**src/design/swms_pkg.sv**
```systemverilog
`timescale 1ns / 1ps

package swms_pkg;

    // Fixed field widths of the stream and the register
    localparam int SAMPLE_W    = 24;
    localparam int TAG_W       = 32;
    localparam int MEAN_W      = 24;
    localparam int STDEV_W     = 23;
    localparam int CFG_W       = 7;
    localparam int TDATA_IN_W  = 56;
    localparam int TDATA_OUT_W = 80;

    localparam logic [CFG_W-1:0]   CFG_RESET = 7'd16;
    localparam logic [STDEV_W-1:0] STDEV_MAX = 23'd8388607;

    typedef enum logic [3:0] {
        ST_IDLE,
        ST_READ,
        ST_SQUARE,
        ST_UPDATE,
        ST_PRODUCT,
        ST_DIV_START,
        ST_DIV_WAIT,
        ST_SQRT_START,
        ST_SQRT_WAIT,
        ST_FINISH
    } state_t;

    // Commands from the controller to the datapath
    typedef struct packed {
        logic take;
        logic rd;
        logic sq;
        logic upd;
        logic prod;
        logic div_start;
        logic sqrt_start;
        logic out_load;
    } cmd_t;

    // Status from the datapath to the controller
    typedef struct packed {
        logic emit;
        logic div_busy;
        logic sqrt_busy;
        logic out_free;
    } status_t;

endpackage

```
**src/design/swms_ctrl.sv**
```systemverilog
`timescale 1ns / 1ps

module swms_ctrl
    import swms_pkg::*;
(
    input  logic    clk,
    input  logic    rst_n,
    input  logic    in_valid,
    input  status_t status,
    output logic    in_ready,
    output cmd_t    cmd
);

    state_t state_reg;
    state_t state_next;

    always_ff @(posedge clk or negedge rst_n)
    begin
        if (!rst_n)
        begin
            state_reg <= ST_IDLE;
        end
        else
        begin
            state_reg <= state_next;
        end
    end

    always_comb
    begin
        state_next = state_reg;
        case (state_reg)
            ST_IDLE:
            begin
                if (in_valid)
                begin
                    state_next = ST_READ;
                end
            end
            ST_READ:       state_next = ST_SQUARE;
            ST_SQUARE:     state_next = ST_UPDATE;
            ST_UPDATE:     state_next = status.emit ? ST_PRODUCT : ST_IDLE;
            ST_PRODUCT:    state_next = ST_DIV_START;
            ST_DIV_START:  state_next = ST_DIV_WAIT;
            ST_DIV_WAIT:
            begin
                if (!status.div_busy)
                begin
                    state_next = ST_SQRT_START;
                end
            end
            ST_SQRT_START: state_next = ST_SQRT_WAIT;
            ST_SQRT_WAIT:
            begin
                if (!status.sqrt_busy)
                begin
                    state_next = ST_FINISH;
                end
            end
            ST_FINISH:
            begin
                if (status.out_free)
                begin
                    state_next = ST_IDLE;
                end
            end
            default:       state_next = ST_IDLE;
        endcase
    end

    always_comb
    begin
        in_ready = 1'b0;
        cmd      = '0;
        case (state_reg)
            ST_IDLE:
            begin
                in_ready = 1'b1;
                cmd.take = in_valid;
            end
            ST_READ:       cmd.rd         = 1'b1;
            ST_SQUARE:     cmd.sq         = 1'b1;
            ST_UPDATE:     cmd.upd        = 1'b1;
            ST_PRODUCT:    cmd.prod       = 1'b1;
            ST_DIV_START:  cmd.div_start  = 1'b1;
            ST_SQRT_START: cmd.sqrt_start = 1'b1;
            ST_FINISH:     cmd.out_load   = status.out_free;
            default:       cmd            = '0;
        endcase
    end

endmodule

```
**config.mk**
```make
export PLATFORM = sky130hd
export DESIGN_NAME = swms_ctrl
export DESIGN_NICKNAME = d
export VERILOG_FILES = /design/src/design/swms_pkg.sv /design/src/design/swms_ctrl.sv
export SDC_FILE = /design/constraint.sdc
export NUM_CORES = 1
export LEC_CHECK = 0
export ABC_AREA = 1
export BUFFER_PORTS_ARGS = -buffer_cell sky130_fd_sc_hd__buf_4
export CAP_MARGIN = 20
export CORE_AREA = 2 2 39 41
export CTS_BUF_LIST = sky130_fd_sc_hd__clkbuf_8
export DETAILED_ROUTE_END_ITERATION = 8
export DIE_AREA = 0 0 41 43
export GPL_ROUTABILITY_DRIVEN = 0
export HOLD_SLACK_MARGIN = 0.05
export PLACE_DENSITY = 0.56
export SYNTH_ARGS = -nofsm -noshare
export SYNTH_HDL_FRONTEND = slang
export SYNTH_SLANG_ARGS = --single-unit
```
**constraint.sdc**
```tcl
create_clock -name clk -period 1.4 [get_ports clk]
set_clock_uncertainty 0.1 [all_clocks]
set_input_delay 0.14 -clock clk [delete_from_list [all_inputs] [get_ports clk]]
set_output_delay 0.14 -clock clk [all_outputs]
set_load 0.01 [all_outputs]
```
==> Flow_metrics.wiki <==
{| class="wikitable"
! Metric !! Value
|-
| Result of the run || finished with violations
|-
| Failing checks || setup timing
|-
| Source-to-sink clock delay at the later pin of the worst-skew pair || 220 ps
|-
| Global-route wire length before repair || 1.56 mm
|-
| Drt wl/cell || 10.0 µm
|-
| Nets || 84
|-
| Number of nets with antenna violations after detailed routing || 0
|-
| Fill cell count || 144
|-
| Net count after synthesis || 57
|-
| Overall power || 1.38 mW
|-
| Vias post-DR || 407
|-
| Instance area at placement || 440 µm²
|-
| Die outline height || 43 µm
|-
| H-tree depth || 1
|-
| Final setup violation count || 2
|-
| Fraction of the cycle the final worst path needs || 100%
|-
| Placed cells || 82
|-
| Antenna violations before repair || 0
|-
| Setup TNS Final || -1.22 ps
|-
| RSZ-0062 raised after global routing || yes
|-
| Crit path DAT || 1160 ps
|-
| Cell area power density || 2310 mW/mm²
|-
| I/O pin cnt || 16
|-
| Measured slew at the worst slew-check pin || 184 ps
|-
| Final hold violation count || 0
|-
| Crit end category || output pin
|-
| Max clock buf depth || 2
|-
| Worst Setup Slack post-DPL || 135 ps
|-
| Diode insertion count for antenna repair || 0
|-
| Count of buffers from port buffering || 15
|-
| CP startpoint kind || flip-flop
|-
| Synthesis-stage register bit count || 4
|-
| Fin crit period || 1400 ps
|-
| Clock root buffer master || clkbuf_8
|-
| Die Area || 0.00176 mm²
|-
| IR drop worst, VDD || 1090 µV
|-
| Maximum number of pins on one net before global-route repair || 7
|-
| Register area share after synthesis || 33.3%
|-
| Hold slack final || 127 ps
|-
| Max Fanout on Critical Path || 4
|-
| Ratio of cells with drive above 1 in the final layout || 60.0%
|-
| Path class of the lowest-slack min-delay path || in -> reg
|-
| Avg Vias per Cell || 4.47
|-
| TritonCTS buffer count || 3
|-
| Clock tree from TritonCTS || yes
|-
| Static power due to leakage || 0.304 nW
|-
| F_max || 0.714 GHz
|-
| Util after Layout || 43.1%
|-
| Placeable Area || 0.00138 mm²
|-
| Remaining routing DRC violations || 0
|-
| Count of cell types in the netlist || 14
|-
| Data required time at the worst endpoint || 1160 ps
|-
| GRT Resource Usage Total || 13.7%
|-
| Half-perimeter wire length after detailed placement || 627 µm
|-
| Number of maximum-capacitance violations || 0
|-
| Fin. max-slew vios || 0
|-
| Synth warnings || 0
|-
| Number of flip-flops under the largest register name || 4
|-
| Area overhead of the layout relative to synthesis || 98.7%
|-
| Worst setup path category || reg -> out
|-
| Non-filler instance count after layout || 91
|-
| Post-synthesis cell area || 300 µm²
|-
| Number of iterations in the first detailed-routing pass || 4
|-
| Least setup slack across all paths after layout || -0.725 ps
|-
| Number of rows created at floorplan || 14
|-
| Width of the die || 41 µm
|-
| Average cell area after synthesis || 6.01 µm²
|-
| Sinks on the clock net || 4
|-
| Max-slew headroom || 87.6%
|-
| Vias in the first global route || 372
|-
| Non-Filler Cell Area, Final || 597 µm²
|-
| Post-CTS clock slew at the launch and capture registers of the worst setup and hold paths || 30 ps
|-
| Overflow after GRT || 0
|-
| Total wirelength of the detailed-routed design || 910 µm
|-
| Starting density of the core || 21.7%
|-
| Number of DRC markers in iteration 0 || 6
|-
| Gate count of the mapped netlist || 50
|}
synth_stat cells, drive strengths merged:
master  count  area, µm²
o21ai       3       18.8
nand3       4       20.0
nor4        1       6.26
dfrtp       4        100
nor2       13       53.8
a21oi       1       5.00
nand2      10       40.0
inv        11       41.3
nor3        3       15.0
metal layers:
metal	vias up	share of wire [%]	wire length, µm	global-route usage [%]
li1	205	-	-	-
met1	186	39	359	15.7
met2	14	53	481	19.1
met3	2	5.8	53	4.71
met4	0	1.6	15	12.0
met5	-	0	0	0
worst max-delay path, cell delays in order, from the launching register on:
cell and delay (ps):
dfrtp_1 410, inv_1 70, nor2_2 120, inv_2 60
nor4_2 120, buf_4 150
report_power, final:
part	total, mW	leakage [nW]	switching (mW)	internal (mW)
Sequential	0.282	0.0461	0.104	0.179
Combinational	0.855	0.236	0.464	0.391
Clock	0.243	0.0216	0.0601	0.183
Total	1.38	0.304	0.628	0.752
cells in the final DEF, fill, tap and decap left out:
| cell type | n |
|---|---|
| o21ai_0 | 1 |
| nor3_1 | 1 |
| buf_6 | 1 |
| dfrtp_2 | 3 |
| nand2_1 | 9 |
| nor2_4 | 3 |
| nor3_4 | 1 |
| nor3_2 | 1 |
| nand3_1 | 4 |
| buf_4 | 19 |
| o21ai_2 | 1 |
| inv_4 | 2 |
| dlygate4sd3_1 | 2 |
| nor4_2 | 1 |
| inv_2 | 4 |
| nor2_2 | 5 |
| nand2_2 | 1 |
| nor2_1 | 5 |
| clkbuf_8 | 3 |
| inv_1 | 5 |
| a21oi_1 | 1 |
| o21ai_1 | 1 |
| dfrtp_1 | 1 |
final timing paths:
path                                          start                        to  slack [ps]  cells after the start
max                        state_reg[0]$_DFFE_PN0P_                    cmd[0]        -0.7                      5
min                                       status[0]  state_reg[0]$_DFFE_PN0P_         130                      4
max reg2reg                state_reg[2]$_DFFE_PN0P_  state_reg[3]$_DFFE_PN0P_          70                      7
min reg2reg                state_reg[3]$_DFFE_PN0P_  state_reg[1]$_DFFE_PN0P_         470                      1
max in group asynchronous                     rst_n  state_reg[2]$_DFFE_PN0P_         930                      2
min in group asynchronous                     rst_n  state_reg[1]$_DFFE_PN0P_         150                      2
layout make-up:
| type | instances | area (µm²) | share of cell area [%] |
|---|---|---|---|
| Inverter | 11 | 46.3 | 7.76 |
| Sequential cell | 4 | 104 | 17.4 |
| Timing Repair Buffer | 22 | 174 | 29.1 |
| Clock buffer | 3 | 41.3 | 6.92 |
| Multi-Input combinational cell | 35 | 211 | 35.4 |
| Tap cell | 16 | 20.0 | 3.35 |
what timing repair did:
item,in CTS,in global routing
gates resized for setup,3,19
hold buffers,2,0
setup buffers,3,1
hold endpoints to repair,5,0
endpoints found under the setup margin,9,9
pin swaps,2,1
cell families (layout without fill, tap and decap cells):
| logic type | Yosys count | after routing | synth area share, % |
|---|---|---|---|
| flops | 4 | 4 | 33.3 |
| buf+inv | 11 | 36 | 13.8 |
| compound gates | 4 | 4 | 7.91 |
| simple gates | 31 | 31 | 45.0 |
(Power assumes the default switching activity.)
